===== src/hw/rtl/assert_macros.svh =====
// Assertion macros shared by the pulse generator RTL.
// Included by modules that carry concurrent checks; needs nothing else.
`ifndef ASSERT_MACROS_SVH
`define ASSERT_MACROS_SVH

// Same-cycle implication, disabled during reset.
`define OMPG_ASSERT_IMP(lbl, clk, rstn, ante, cons, msg) \
    lbl: assert property (@(posedge clk) disable iff (!rstn) (ante) |-> (cons)) \
        else $error(msg);

// Next-cycle implication, disabled during reset.
`define OMPG_ASSERT_NXT(lbl, clk, rstn, ante, cons, msg) \
    lbl: assert property (@(posedge clk) disable iff (!rstn) (ante) |=> (cons)) \
        else $error(msg);

`endif


===== src/hw/rtl/ompg_pkg.sv =====
// Shared types and constants for the step/direction pulse generator.
// No dependencies; imported by ompg_ctrl, ompg_dpath and the top level.
`default_nettype none

package ompg_pkg;

    localparam int unsigned TICK_RATE_HZ_DEF = 1000000;

    localparam int unsigned CFG_ADDR_W = 3;
    localparam int unsigned CFG_DATA_W = 16;

    localparam logic [CFG_ADDR_W-1:0] REG_STEP_LIMIT    = 3'd0;
    localparam logic [CFG_ADDR_W-1:0] REG_INIT_DELAY    = 3'd1;
    localparam logic [CFG_ADDR_W-1:0] REG_MICROSTEP_LOG = 3'd2;
    localparam logic [CFG_ADDR_W-1:0] REG_SPEED_INCR    = 3'd3;
    localparam logic [CFG_ADDR_W-1:0] REG_MIN_SPEED     = 3'd4;
    localparam logic [CFG_ADDR_W-1:0] REG_MAX_SPEED     = 3'd5;

    localparam logic [15:0] RST_STEP_LIMIT = 16'd0;
    localparam logic [15:0] RST_INIT_DELAY = 16'd12500;
    localparam logic [2:0]  RST_MSTEP_LOG  = 3'd4;
    localparam logic [7:0]  RST_SPEED_INCR = 8'd1;
    localparam logic [15:0] RST_MIN_SPEED  = 16'd50;
    localparam logic [15:0] RST_MAX_SPEED  = 16'd400;
    localparam logic [15:0] RST_SPEED      = 16'd80;
    localparam logic [2:0]  MAX_MSTEP_LOG  = 3'd4;
    localparam logic [15:0] PERIOD_SAT     = 16'hFFFF;

    localparam logic ACT_TICK   = 1'b0;
    localparam logic ACT_ADJUST = 1'b1;

    // step_pulse, direction, three mode pins, speed, period
    localparam int unsigned OUT_W   = 37;
    localparam int unsigned TDATA_W = 40;

    typedef enum logic [1:0] {
        S_IDLE,
        S_DIV,
        S_EMIT
    } ompg_state_t;

    typedef struct packed {
        logic accept;
        logic tick;
        logic adjust;
        logic div_step;
        logic load_out;
    } ompg_cmd_t;

    typedef struct packed {
        logic div_last;
    } ompg_status_t;

endpackage

`default_nettype wire


===== src/hw/rtl/ompg_ctrl.sv =====
// Sequencer for the pulse generator: accepts items, runs the divider, emits results.
// Depends on ompg_pkg and assert_macros.svh; drives ompg_dpath through a command struct.
`default_nettype none
`include "assert_macros.svh"

module ompg_ctrl (
    input  wire logic                  clk,
    input  wire logic                  rst_n,
    input  wire logic                  s_tvalid,
    output logic                       s_tready,
    input  wire logic                  action,
    input  wire logic                  button_held,
    output logic                       m_tvalid,
    input  wire logic                  m_tready,
    output ompg_pkg::ompg_cmd_t        cmd,
    input  wire ompg_pkg::ompg_status_t status
);
    import ompg_pkg::*;

    ompg_state_t state_reg;
    ompg_state_t state_next;
    logic        m_tvalid_reg;
    logic        m_tvalid_next;

    always_ff @(posedge clk or negedge rst_n)
    begin
        if (!rst_n)
        begin
            state_reg    <= S_IDLE;
            m_tvalid_reg <= 1'b0;
        end
        else
        begin
            state_reg    <= state_next;
            m_tvalid_reg <= m_tvalid_next;
        end
    end

    always_comb
    begin
        state_next = state_reg;
        cmd        = '0;
        s_tready   = 1'b0;
        unique case (state_reg)
            S_IDLE:
            begin
                s_tready = 1'b1;
                if (s_tvalid)
                begin
                    cmd.accept = 1'b1;
                    if (action == ACT_TICK)
                    begin
                        cmd.tick   = 1'b1;
                        state_next = S_EMIT;
                    end
                    else if (button_held)
                    begin
                        cmd.adjust = 1'b1;
                        state_next = S_DIV;
                    end
                    else
                    begin
                        state_next = S_EMIT;
                    end
                end
            end
            S_DIV:
            begin
                cmd.div_step = 1'b1;
                if (status.div_last)
                begin
                    state_next = S_EMIT;
                end
            end
            S_EMIT:
            begin
                // load the output register once the previous result has left
                if (!m_tvalid_reg || m_tready)
                begin
                    cmd.load_out = 1'b1;
                    state_next   = S_IDLE;
                end
            end
            default:
            begin
                state_next = S_IDLE;
            end
        endcase
    end

    always_comb
    begin
        if (cmd.load_out)
        begin
            m_tvalid_next = 1'b1;
        end
        else if (m_tready)
        begin
            m_tvalid_next = 1'b0;
        end
        else
        begin
            m_tvalid_next = m_tvalid_reg;
        end
    end

    assign m_tvalid = m_tvalid_reg;

    `OMPG_ASSERT_NXT(a_div_ends_in_emit, clk, rst_n,
        (state_reg == S_DIV) && status.div_last, state_reg == S_EMIT,
        "divider finish did not lead to result emission")
    `OMPG_ASSERT_NXT(a_emit_sets_valid, clk, rst_n,
        cmd.load_out, m_tvalid_reg && (state_reg == S_IDLE),
        "loaded result not presented")
    `OMPG_ASSERT_IMP(a_no_accept_while_busy, clk, rst_n,
        (state_reg == S_DIV) || (state_reg == S_EMIT), !cmd.accept,
        "item accepted while a previous item is in flight")

endmodule

`default_nettype wire


===== src/hw/rtl/ompg_dpath.sv =====
// Datapath: config registers, step timer and counters, speed update,
// restoring divider for the period and the result register. Depends on ompg_pkg.
`default_nettype none
`include "assert_macros.svh"

module ompg_dpath #(
    parameter int unsigned TICK_RATE_HZ = ompg_pkg::TICK_RATE_HZ_DEF
) (
    input  wire logic                            clk,
    input  wire logic                            rst_n,
    input  wire logic                            cfg_valid,
    input  wire logic [ompg_pkg::CFG_ADDR_W-1:0] cfg_addr,
    input  wire logic [ompg_pkg::CFG_DATA_W-1:0] cfg_data,
    input  wire ompg_pkg::ompg_cmd_t             cmd,
    output ompg_pkg::ompg_status_t               status,
    output logic [ompg_pkg::OUT_W-1:0]           result
);
    import ompg_pkg::*;

    localparam int unsigned DIV_W = $clog2(TICK_RATE_HZ + 1);
    localparam int unsigned CNT_W = $clog2(DIV_W + 1);
    localparam int unsigned QX_W  = (DIV_W > 17) ? DIV_W : 17;
    localparam logic [DIV_W-1:0] DIVIDEND = DIV_W'(TICK_RATE_HZ);

    // configuration
    logic [15:0] step_limit_reg;
    logic [15:0] init_delay_reg;
    logic [2:0]  mstep_log_reg;
    logic [7:0]  speed_incr_reg;
    logic [15:0] min_speed_reg;
    logic [15:0] max_speed_reg;

    // motion state
    logic [15:0] timer_reg,  timer_next;
    logic [4:0]  mstep_reg,  mstep_next;
    logic [15:0] fstep_reg,  fstep_next;
    logic        dir_reg,    dir_next;
    logic [15:0] speed_reg,  speed_next;
    logic [15:0] delay_reg,  delay_next;
    logic        pulse_reg,  pulse_next;

    // divider
    logic [CNT_W-1:0] cnt_reg, cnt_next;
    logic [15:0]      rem_reg, rem_next;
    logic [DIV_W-1:0] quo_reg, quo_next;

    logic [OUT_W-1:0] out_reg;

    logic [2:0]  lg;
    logic [4:0]  mstep_inc;
    logic [15:0] fstep_inc;
    logic [16:0] speed_sum;
    logic [16:0] trial;
    logic        trial_ge;
    logic [DIV_W-1:0] quo_step;
    logic [QX_W-1:0]  quo_ext;
    logic             quo_sat;
    logic        mode1, mode2, mode3;

    assign lg = (mstep_log_reg > MAX_MSTEP_LOG) ? MAX_MSTEP_LOG : mstep_log_reg;

    always_ff @(posedge clk or negedge rst_n)
    begin
        if (!rst_n)
        begin
            step_limit_reg <= RST_STEP_LIMIT;
            init_delay_reg <= RST_INIT_DELAY;
            mstep_log_reg  <= RST_MSTEP_LOG;
            speed_incr_reg <= RST_SPEED_INCR;
            min_speed_reg  <= RST_MIN_SPEED;
            max_speed_reg  <= RST_MAX_SPEED;
        end
        else if (cfg_valid)
        begin
            unique case (cfg_addr)
                REG_STEP_LIMIT:    step_limit_reg <= cfg_data;
                REG_INIT_DELAY:    init_delay_reg <= cfg_data;
                REG_MICROSTEP_LOG: mstep_log_reg  <= cfg_data[2:0];
                REG_SPEED_INCR:    speed_incr_reg <= cfg_data[7:0];
                REG_MIN_SPEED:     min_speed_reg  <= cfg_data;
                REG_MAX_SPEED:     max_speed_reg  <= cfg_data;
                default:           ;
            endcase
        end
    end

    // one restoring-division step: shift in the next dividend bit, try subtract
    assign trial    = {rem_reg, quo_reg[DIV_W-1]};
    assign trial_ge = trial >= {1'b0, speed_reg};
    assign quo_step = {quo_reg[DIV_W-2:0], trial_ge};
    assign quo_ext  = QX_W'(quo_step);
    assign quo_sat  = |quo_ext[QX_W-1:16];

    assign mstep_inc = mstep_reg + 5'd1;
    assign fstep_inc = fstep_reg + 16'd1;
    assign speed_sum = {1'b0, speed_reg} + {9'd0, speed_incr_reg};

    always_comb
    begin
        timer_next = timer_reg;
        mstep_next = mstep_reg;
        fstep_next = fstep_reg;
        dir_next   = dir_reg;
        speed_next = speed_reg;
        delay_next = delay_reg;
        pulse_next = pulse_reg;
        cnt_next   = cnt_reg;
        rem_next   = rem_reg;
        quo_next   = quo_reg;

        if (cmd.accept)
        begin
            pulse_next = 1'b0;
        end

        if (cmd.tick)
        begin
            if (timer_reg == 16'd0)
            begin
                pulse_next = 1'b1;
                timer_next = delay_reg >> lg;
                mstep_next = mstep_inc;
                fstep_next = fstep_reg;
                if (mstep_inc >= (5'd1 << lg))
                begin
                    mstep_next = 5'd0;
                    fstep_next = fstep_inc;
                end
                // reverse once the sweep passes its limit
                if (fstep_next > step_limit_reg)
                begin
                    dir_next   = ~dir_reg;
                    fstep_next = 16'd0;
                end
            end
            else
            begin
                timer_next = timer_reg - 16'd1;
            end
        end

        if (cmd.adjust)
        begin
            speed_next = (speed_sum > {1'b0, max_speed_reg}) ? min_speed_reg
                                                              : speed_sum[15:0];
            cnt_next   = CNT_W'(DIV_W);
            rem_next   = 16'd0;
            quo_next   = DIVIDEND;
        end

        if (cmd.div_step)
        begin
            cnt_next = cnt_reg - CNT_W'(1);
            rem_next = trial_ge ? 16'(trial - {1'b0, speed_reg}) : trial[15:0];
            quo_next = quo_step;
            if (status.div_last)
            begin
                delay_next = ((speed_reg == 16'd0) || quo_sat) ? PERIOD_SAT
                                                               : quo_ext[15:0];
            end
        end

        if (cfg_valid && (cfg_addr == REG_INIT_DELAY))
        begin
            delay_next = cfg_data;
        end
    end

    always_ff @(posedge clk or negedge rst_n)
    begin
        if (!rst_n)
        begin
            timer_reg <= 16'd0;
            mstep_reg <= 5'd0;
            fstep_reg <= 16'd0;
            dir_reg   <= 1'b1;
            speed_reg <= RST_SPEED;
            delay_reg <= RST_INIT_DELAY;
            pulse_reg <= 1'b0;
            cnt_reg   <= '0;
        end
        else
        begin
            timer_reg <= timer_next;
            mstep_reg <= mstep_next;
            fstep_reg <= fstep_next;
            dir_reg   <= dir_next;
            speed_reg <= speed_next;
            delay_reg <= delay_next;
            pulse_reg <= pulse_next;
            cnt_reg   <= cnt_next;
        end
    end

    always_ff @(posedge clk)
    begin
        rem_reg <= rem_next;
        quo_reg <= quo_next;
        if (cmd.load_out)
        begin
            out_reg <= {delay_reg, speed_reg, mode3, mode2, mode1, dir_reg, pulse_reg};
        end
    end

    assign mode1 = (lg == 3'd1) || (lg == 3'd3) || (lg == 3'd4);
    assign mode2 = (lg == 3'd2) || (lg == 3'd3) || (lg == 3'd4);
    assign mode3 = (lg == 3'd4);

    assign status.div_last = (cnt_reg == CNT_W'(1));
    assign result          = out_reg;

    `OMPG_ASSERT_NXT(a_dir_only_on_tick, clk, rst_n,
        !cmd.tick, $stable(dir_reg),
        "direction changed without a tick")
    `OMPG_ASSERT_NXT(a_speed_only_on_adjust, clk, rst_n,
        !cmd.adjust, $stable(speed_reg),
        "speed changed without an adjust item")
    `OMPG_ASSERT_IMP(a_mstep_in_range, clk, rst_n,
        1'b1, mstep_reg < 5'd16,
        "microstep count out of range")

endmodule

`default_nettype wire


===== src/hw/rtl/oscillating_microstep_pulse_generator.sv =====
// Step/direction pulse generator for a microstepping driver.
//
// Input channel s_*: one item per tick (s_tuser action = 0) or per speed
// adjust event (action = 1, s_tdata bit 0 = button held). Output channel m_*:
// one result per input item with the step pulse, direction, mode pins, speed
// and period after that item. Config channel cfg_*: register index and data,
// always ready; write only while no item is in flight.
//
// Flow: a tick or an adjust without the button goes from S_IDLE to S_EMIT,
// where its result is loaded into the output register. An adjust with the
// button held first runs a restoring divider in S_DIV, one quotient bit per
// cycle, before S_EMIT; no new item is accepted while one is in flight.
// The next item is accepted in the cycle after the result is loaded.
// If the receiver stalls, the result waits in the output register and one
// more item is accepted and processed; it then holds until the register
// frees. Reset restores the config, motion, divider count and control
// registers to their defaults, no clearing pass; rem, quo and out are not.
// Depends on ompg_pkg, ompg_ctrl and ompg_dpath.
`default_nettype none

module oscillating_microstep_pulse_generator #(
    parameter int unsigned TICK_RATE_HZ = ompg_pkg::TICK_RATE_HZ_DEF
) (
    input  wire logic                            clk,
    input  wire logic                            rst_n,
    input  wire logic                            s_tvalid,
    output logic                                 s_tready,
    input  wire logic [7:0]                      s_tdata,   // [0] button_held
    input  wire logic                            s_tuser,   // [0] action
    output logic                                 m_tvalid,
    input  wire logic                            m_tready,
    // [0] step_pulse, [1] direction, [2] mode_pin1, [3] mode_pin2,
    // [4] mode_pin3, [20:5] current_speed, [36:21] period_value
    output logic [ompg_pkg::TDATA_W-1:0]         m_tdata,
    input  wire logic                            cfg_valid,
    output logic                                 cfg_ready,
    input  wire logic [ompg_pkg::CFG_ADDR_W-1:0] cfg_addr,
    input  wire logic [ompg_pkg::CFG_DATA_W-1:0] cfg_data
);
    import ompg_pkg::*;

    ompg_cmd_t        cmd;
    ompg_status_t     status;
    logic [OUT_W-1:0] result;

    ompg_ctrl u_ctrl (
        .clk         (clk),
        .rst_n       (rst_n),
        .s_tvalid    (s_tvalid),
        .s_tready    (s_tready),
        .action      (s_tuser),
        .button_held (s_tdata[0]),
        .m_tvalid    (m_tvalid),
        .m_tready    (m_tready),
        .cmd         (cmd),
        .status      (status)
    );

    ompg_dpath #(
        .TICK_RATE_HZ (TICK_RATE_HZ)
    ) u_dpath (
        .clk       (clk),
        .rst_n     (rst_n),
        .cfg_valid (cfg_valid),
        .cfg_addr  (cfg_addr),
        .cfg_data  (cfg_data),
        .cmd       (cmd),
        .status    (status),
        .result    (result)
    );

    assign cfg_ready = 1'b1;
    assign m_tdata   = {(TDATA_W - OUT_W)'(0), result};

endmodule

`default_nettype wire

===== config.mk =====
export PLATFORM = sky130hd
export DESIGN_NAME = oscillating_microstep_pulse_generator
export DESIGN_NICKNAME = d
export VERILOG_FILES = /design/src/hw/rtl/ompg_pkg.sv /design/src/hw/rtl/ompg_ctrl.sv /design/src/hw/rtl/ompg_dpath.sv /design/src/hw/rtl/oscillating_microstep_pulse_generator.sv
export VERILOG_INCLUDE_DIRS = /design/src /design/src/hw/rtl
export SDC_FILE = /design/constraint.sdc
export NUM_CORES = 1
export LEC_CHECK = 0
export BUFFER_PORTS_ARGS = -buffer_cell sky130_fd_sc_hd__buf_2
export CAP_MARGIN = 15
export CORE_UTILIZATION = 64
export DETAILED_ROUTE_END_ITERATION = 10
export MAX_ROUTING_LAYER = met4
export PLACE_DENSITY_LB_ADDON = 0.3
export SLEW_MARGIN = 20
export SYNTH_ARGS = -nofsm -noshare
export SYNTH_HDL_FRONTEND = slang
export SYNTH_HIERARCHICAL = 1
export SYNTH_SLANG_ARGS = --single-unit

===== constraint.sdc =====
create_clock -name clk -period 13.46 [get_ports clk]
set_input_delay 4.038 -clock clk [delete_from_list [all_inputs] [get_ports clk]]
set_output_delay 4.038 -clock clk [all_outputs]
set_load 0.02 [all_outputs]

# Word level (Yosys, flattened, before mapping)
# Cells that the tools add are included.
totals:
  reg_bits: 211
  word_cells: 112
  inputBits: 33
  output_inout_bits: 43
op_classes:
  eq_ne: 15
  n_reduce_logical: 26
  n_bitwise: 1
  add_sub_neg: 6
  shifts: 2
  order_cmp: 5
  mux: 39
ops:
  columns: ["operator", "count"]
  rows:
  - ["16-bit 2-to-1 mux", 13]
  - ["20-bit 2-to-1 mux", 2]
  - ["16-bit zero test", 2]
  - ["16-bit by 8-bit adder with 17-bit output", 1]
  - ["17-bit by 16-bit >= comparator with 1-bit output", 1]
  - ["17-bit by 16-bit greater-than comparator with 1-bit output", 1]
  - ["16-bit by 1-bit adder with 16-bit output, second input constant", 1]
  - ["16-bit greater-than comparator", 1]
  - ["16-bit by 3-bit >> shifter with 16-bit output", 1]
  - ["16-bit by 1-bit subtractor with 16-bit output, second input constant", 1]
  - ["16-bit subtractor", 1]
  - ["5-bit 2-to-1 mux", 3]
  - ["2-bit AND reduction", 7]
  - ["3-bit by 2-bit equality test with 1-bit output, second input constant", 4]
  - ["1-bit 2-to-1 mux", 12]
  - ["2-bit 2-to-1 mux", 5]
  - ["3-bit equality test, second input constant", 3]
  - ["3-bit 2-to-1 mux", 3]
  - ["2-bit nonzero test", 4]
  - ["3-bit by 1-bit equality test with 1-bit output, second input constant", 2]
  - ["1-bit logical OR", 6]
  - ["2-bit case mux with 3 select lines", 1]
  - ["3-bit AND reduction", 2]
  - ["5-bit by 1-bit adder with 5-bit output, second input constant", 1]
  - ["15 further kinds", 16]

# Depth between registers and ports, before layout
# Gate-level depths: netlist of run 1.
depth:
  ltp_word: 9
  ltp_mapped: 21
  mapped_depth_nobuf: 18

# By module
# Netlist of run 1, hierarchy kept.
modules_own_cells:
  columns: ["module", "cells_each", "instances", "area_each_um2", "seq_area_each_um2"]
  rows:
  - ["ompg_dpath", 1165, 1, 11771.3, 5591.6]
  - ["ompg_ctrl", 21, 1, 187.7, 75.1]
  - ["oscillating_microstep_pulse_generator", 6, 1, 37.5, 0.0]

# Least setup slack after synthesis of run 1
# OpenSTA, ideal clock, no wires.
synth_timing:
  path_kind: "input to register"
  start: "input s_tvalid"
  end: "register u_dpath.quo_reg[0], enable pin"
  setup_slack_ns: 7.432
  t_required_ns: 13.069
  n_path_buf: 1
  setup_ns: 0.391
  arrival_time_ns: 5.638
  path_stages: 5
  path_cell_list: "or3b_4 nor2_1 clkbuf_1 nor2_1 inv_1"
synth_lines:
  columns: ["item", "line_no", "text"]
  rows:
  - ["start: declaration", "oscillating_microstep_pulse_generator.sv:26", "input wire logic s_tvalid,"]
  - ["end signal: assignment", "ompg_dpath.sv:198", "quo_reg <= quo_next;"]
  - ["end: declaration", "ompg_dpath.sv:45", "logic [DIV_W-1:0] quo_reg, quo_next;"]

# Worst setup path after layout of run 1
layout_timing:
  start: "input cfg_addr[2] in the netlist's numbering"
  end: "register u_dpath.delay_reg[4]"
layout_between:
  elab_chain_cells: 4
  word_cells_on_any_way: 6
  classes_between: "eq/ne (1); mux (1); reduce/logical (4)"
layout_lines:
  columns: ["item", "line_no", "text"]
  rows:
  - ["start: declaration", "oscillating_microstep_pulse_generator.sv:37", "input wire logic [ompg_pkg::CFG_ADDR_W-1:0] cfg_addr,"]
  - ["3-bit by 1-bit equality test with 1-bit output (*)", "ompg_dpath.sv:163", "if (cfg_valid && (cfg_addr == REG_INIT_DELAY))"]
  - ["1-bit logical AND (*)", "ompg_dpath.sv:163", null]
  - ["2-bit nonzero test (no line)", null, null]
  - ["2-bit AND reduction (no line)", null, null]
  - ["end signal: assignment", "ompg_dpath.sv:189", "delay_reg <= delay_next;"]
  - ["end: declaration", "ompg_dpath.sv:39", "logic [15:0] delay_reg, delay_next;"]
# Every way passes the cells marked *; elsewhere a longest branch is shown, timed or not.
# A chain may end at the register's enable or synchronous reset.

==> results of run 1 <==
-- kinds of logic after synthesis --
logic type	Yosys count	share of synthesized area, %
AND/OR/NAND/NOR	399	16.2
AO/OA/AOI/OAI	240	13.1
flip-flops	211	47.2
buffers and inverters	135	4.64
multiplexers	95	8.46
adder cells (fa/ha/maj)	69	7.32
XOR/XNOR	41	2.99
other	2	0.0626
-- area by class of cell --
class | count | area [um^2] | share of cell area (%)
Multi-Input combinational cell | 848 | 5820 | 44.0
Tap cell | 229 | 287 | 2.17
Inverter | 77 | 289 | 2.19
Clock inverter | 9 | 97.6 | 0.739
Timing Repair Buffer | 75 | 409 | 3.10
Clock buffer | 33 | 644 | 4.88
Sequential cell | 211 | 5670 | 42.9
-- metal layers --
layer	vias to the layer above	part of all wire [%]	track usage [%]
li1	4357	-	-
met1	4514	43	38.0
met2	279	49	49.8
met3	62	4.5	3.52
met4	0	2.9	9.65
met5	-	0	-
-- power breakdown --
| part | internal [mW] | leakage, nW | switching [mW] |
|---|---|---|---|
| clock network | 0.372 | 0.365 | 0.251 |
| registers | 0.874 | 2.34 | 0.153 |
| logic | 0.468 | 2.87 | 0.700 |
| total | 1.71 | 5.58 | 1.10 |
-- cell usage in the layout, fill, tap and decap left out, drive strengths merged, types with 19 or more instances in the layout --
cell type,netlist,final
nor2,82,82
mux2,51,51
inv,77,79
o22ai,23,23
a21oi,74,74
dfrtp,121,121
clkbuf,43,33
nand3,37,37
xnor2,33,33
edfxtp,73,73
nand2b,19,19
nand2,144,144
mux2i,44,44
buf,15,75
ha,67,67
o21ai,60,60
nor3,21,21
-- stage by stage --
step           setup slack (ps)  std cells  hold WS (ps)  util, %
2_1_floorplan              7430       1194           423        -
3_3_place_gp               7380       1440           435     68.7
3_5_place_dp               7370       1440           432     68.7
4_1_cts                    7820       1482           445     72.8
5_1_grt                    7630       1482           449     72.8
6_report                   7820       1482           445     72.8
-- path summary, 6_finish.rpt --
check / start / end / cells past startpoint
min in group asynchronous: rst_n / u_dpath/fstep_reg[15]$_DFFE_PN0P_ / 1
max in group asynchronous: rst_n / u_dpath/min_speed_reg[13]$_DFFE_PN0P_ / 2
hold reg to reg: u_dpath/pulse_reg$_DFF_PN0_ / u_dpath/result[0]$_DFFE_PP_ / 0
hold / removal: u_dpath/pulse_reg$_DFF_PN0_ / u_dpath/result[0]$_DFFE_PP_ / 0
setup reg to reg: u_dpath/mstep_log_reg[1]$_DFFE_PN0P_ / u_dpath/fstep_reg[3]$_DFFE_PN0P_ / 15
setup / recovery: cfg_addr[2] / u_dpath/delay_reg[4]$_DFFE_PN1P_ / 9
==> flow_metrics.py, run 1 <==
metrics = {
    "outcome": {
        "status": "finished, final reports clean",
    },
    "clocking": {
        "cts_sinks": 211,
        "cts_root_buffer": "clkbuf_16",
        "tritoncts": "done",
        "cts-buffers-inserted": 23,
        "h-tree-depth": 1,
        "post-cts-setup-buffers": 0,
        "post_cts_resized": 0,
        "clockBufferDepth": 3,
        "clk_latency_ps": 520,
        "hold_buffers": 0,
        "clkTransAtPathRegs_ps": 60,
    },
    "grt": {
        "grt_overflow_total": 0,
        "grt_usage_pct": 29.8,
        "grt_pass1_wl_mm": 44.5,
        "grt_pass1_vias": 8819,
        "antenna_found_initial": 0,
        "grt_max_degree": 77,
    },
    "setup_path": {
        "cp.arrival_ps": 6080,
        "cpPeakStageDelay_ps": 510,
        "cp.required_ps": 13900,
        "critPathKind": "input pin to flop",
        "slowest_stage": "nand2_1",
        "cp_num_buf_inv": 2,
        "critPathMaxFanout": 18,
        "r2r_slack_ps": 8300,
        "path_delay_family": "simple AND/OR/NAND/NOR gates",
        "crit_chain": "buf_2, nand2b_1, nor2_1, nand2_1, buf_4, nand2_1, nand2_1, nor2_1, nor2_1",
        "cp-start-kind": "input pin",
        "endpoint_kind": "flop",
    },
    "pwr": {
        "power_density_mw_per_mm2": 213,
        "p_leak_nw": 5.58,
        "p_total_mw": 2.82,
        "peakVddDrop_mv": 0.149,
    },
    "floorplan": {
        "die_h_um": 139,
        "dieArea_mm2": 0.0193,
        "io_pins": 76,
        "initial_core_util_pct": 66.1,
        "core_area_mm2": 0.0181,
        "rows": 49,
        "die_w_um": 139,
    },
    "synth": {
        "synth_ff_type": "dfrtp_1",
        "yosysTopAreaCell": "dfrtp_1",
        "netlist_top_cells_area": "dfrtp_1, edfxtp_1, ha_1, mux2_2, nand2_1",
        "synth_top_area_share_pct": 25.2,
        "ys_top_cells_by_count": "nand2_1, dfrtp_1, nor2_1",
        "ys_seq_area_share_pct": 47.2,
        "synth_cells": 1192,
        "synth.most_common_cell": "nand2_1",
        "synth_edf_count": 73,
        "avgSynthCellArea_um2": 10.1,
        "yosys_warnings": 6,
        "synthArstFlopShare_pct": 65.4,
        "syn_area_mm2": 0.0120,
        "ys_ff_latch": 211,
        "synth_cell_types": 78,
    },
    "timing": {
        "setup_viol": 0,
        "tightest_slew_ps": 1110,
        "finalHoldViolCount": 0,
        "fin_worst_skew_ps": 24.3,
        "max_freq_mhz": 177,
        "max_slew_margin_pct": 26.3,
        "drv_slew": 0,
        "timing.final.crit_share_pct": 41.9,
        "fin_crit_ps": 5640,
        "rsz0062_at_grt": "no",
        "fin_setup_tns_ps": 0,
    },
    "cells_and_area": {
        "drive_gt1_share_pct": 15.8,
        "final_nets": 1338,
        "final_area_mm2": 0.0132,
        "area_growth_syn_to_layout_pct": 10.1,
        "antenna_cells": 0,
        "num-fill-cells": 1312,
        "largest_reg_flops": 37,
    },
    "placement": {
        "post_dp_cell_area_mm2": 0.0125,
        "place.gp.congestion": 0.915,
        "dp_hpwl_mm": 18.8,
        "portBuffers": 64,
    },
    "hold_path": {
        "worstHoldPathType": "flop to flop",
    },
    "drt": {
        "drt_iter0_drc": 841,
        "vias": 9212,
        "routed_wl_mm": 27.5,
        "dr.pass1.iters": 7,
        "drcViolationCount": 0,
        "vias_per_cell": 6.22,
        "ant_nets": 0,
        "wl_per_cell_um": 18.6,
    },
    "run": {
        "maxCapViolations": 0,
    },
}
No activity file was read; power rests on OpenSTA's default activity.
==> inputs of run 2 (changes only) <==
- CORE_UTILIZATION: 64 -> 62
- clock period: 13.46 -> 5.4 ns (I/O delays scaled with it)
==> flow_metrics.py, run 2 (same netlist as run 1, synthesis figures left out) <==
metrics = {
    "pwr": {
        "power_density_mw_per_mm2": 524,
        "combPwrFrac_pct": 41.8,
        "switchingPower_mw": 2.71,
        "pwr-share-clk_pct": 21.7,
        "p_total_mw": 6.95,
        "peakVddDrop_mv": 0.364,
        "intPower_mw": 4.24,
        "p_leak_nw": 5.59,
        "power_frac_seq_pct": 36.5,
        "switching_share_pct": 39.0,
    },
    "grt": {
        "grt_pass1_wl_mm": 44.2,
        "grt_overflow_total": 0,
        "grt_max_degree": 68,
        "grt_pass1_vias": 8675,
        "grt_usage_pct": 29.1,
        "antenna_found_initial": 0,
    },
    "cells_and_area": {
        "post-route-util_pct": 70.5,
        "final_nets": 1343,
        "layout_common_cells": "nand2_1, dfrtp_1, nor2_1, inv_1, edfxtp_1",
        "stdcell_count": 1517,
        "mostFrequentLayoutCell": "nand2_1",
        "largest_reg_flops": 37,
        "area_growth_syn_to_layout_pct": 10.6,
        "drive_gt1_share_pct": 16.2,
        "antenna_cells": 0,
        "num-fill-cells": 1380,
    },
    "drt": {
        "routed_wl_mm": 27.2,
        "vias_per_cell": 6.02,
        "vias": 9129,
        "dr.pass1.iters": 5,
        "wl_per_cell_um": 17.9,
        "drcViolationCount": 0,
        "ant_nets": 0,
        "drt_iter0_drc": 743,
    },
    "clocking": {
        "post-cts-setup-buffers": 0,
        "cts_sinks": 211,
        "cts-buffers-inserted": 23,
        "post_cts_resized": 0,
        "tritoncts": "done",
        "h-tree-depth": 1,
        "clkTransAtPathRegs_ps": 60,
        "cts_root_buffer": "clkbuf_16",
        "clk_latency_ps": 500,
        "hold_buffers": 0,
        "clockBufferDepth": 3,
    },
    "floorplan": {
        "core_area_mm2": 0.0188,
        "dieArea_mm2": 0.0199,
        "io_pins": 76,
        "rows": 50,
        "die_h_um": 141,
        "die_w_um": 141,
        "initial_core_util_pct": 63.7,
    },
    "placement": {
        "place.gp.congestion": 0.899,
        "dp_hpwl_mm": 18.7,
        "portBuffers": 64,
        "dp_cells": 1476,
        "dp_slack_ps": 705,
    },
    "outcome": {
        "status": "finished, final reports clean",
    },
    "timing": {
        "rsz0062_at_grt": "no",
        "fin_setup_tns_ps": 0,
        "finalHoldViolCount": 0,
        "tightest_slew_ps": 1070,
        "fin_crit_ps": 4750,
        "fin_worst_skew_ps": 6.88,
        "drv_slew": 0,
        "max_slew_margin_pct": 28.7,
        "timing.final.crit_share_pct": 87.9,
        "setup_viol": 0,
        "max_freq_mhz": 211,
        "fin_ws_ps": 651,
    },
    "setup_path": {
        "reg2reg_depth": 17,
        "critPathMaxFanout": 27,
        "cp.required_ps": 5820,
        "endpoint_kind": "flop",
        "cp.arrival_ps": 5170,
        "cp-start-kind": "flop",
        "critPathKind": "flop to flop",
    },
    "run": {
        "maxCapViolations": 0,
    },
    "hold_path": {
        "worstHoldPathType": "flop to flop",
        "min_path_cells": 0,
    },
}
[run 2: cell types whose count changed in the layout (fill, tap and decap cells not counted), sizes merged]
cell    delta
clkbuf     -5
buf        +5
clkinv     +6
inv        -2
[run 2: path summary, 6_finish.rpt]
path                                                 startpoint                              endpoint  slack, ps
min reg2reg                         u_dpath/pulse_reg$_DFF_PN0_           u_dpath/result[0]$_DFFE_PP_        450
min                                 u_dpath/pulse_reg$_DFF_PN0_           u_dpath/result[0]$_DFFE_PP_        450
max                        u_dpath/mstep_log_reg[1]$_DFFE_PN0P_     u_dpath/fstep_reg[15]$_DFFE_PN0P_        650
max reg2reg                u_dpath/mstep_log_reg[1]$_DFFE_PN0P_     u_dpath/fstep_reg[15]$_DFFE_PN0P_        650
max in group asynchronous                                 rst_n  u_dpath/max_speed_reg[4]$_DFFE_PN1P_       3330
min in group asynchronous                                 rst_n     u_dpath/fstep_reg[15]$_DFFE_PN0P_       1110
[run 2: power by group through the flow]
stage / Clock (mW) / Combinational, mW / Sequential (mW)
after CTS: 1.53 / 2.91 / 2.52
after global placement: 0 / 2.78 / 2.53
after detailed placement: 0 / 2.87 / 2.54
final: 1.51 / 2.91 / 2.54
after floorplan: 0 / 2.19 / 2.50
after global routing: 1.60 / 3.23 / 2.58
[run 2: per-stage QoR]
stage,hold slack [ps],area (um^2)
after floorplan,423,12000
after global placement,435,12500
after detailed placement,435,12500
after CTS,449,13300
after global routing,457,13300
final,448,13300
[run 2: layout make-up]
class                           instances  area (um^2)  share of cell area, %
Multi-Input combinational cell        848         5820                   43.8
Sequential cell                       211         5670                   42.7
Clock buffer                           28          604                   4.56
Timing Repair Buffer                   80          447                   3.37
Tap cell                              260          325                   2.45
Inverter                               77          289                   2.18
Clock inverter                         13          118                  0.887
[run 2: routing by layer]
metal | share of wire, % | routed length [um] | global-route usage [%] | vias to the layer above
li1 | - | - | - | 4361
met1 | 43 | 11700 | 37.8 | 4421
met2 | 49 | 13400 | 47.8 | 282
met3 | 4.5 | 1230 | 2.82 | 65
met4 | 3.3 | 905 | 10.5 | 0
met5 | 0 | 0 | - | -
[run 2: worst max-delay path, cell delays in order, from the launching register on]
cell	delay, ps
dfrtp_1	350
buf_4	200
inv_1	350
nand3_1	150
ha_1	300
a21o_1	100
a21oi_1	80
o21ai_1	820
nand2_1	210
xnor2_1	290
ha_1	290
a21o_1	180
a221o_1	340
a221o_1	290
o211ai_1	100
buf_4	310
nand4b_1	130
mux2i_1	170
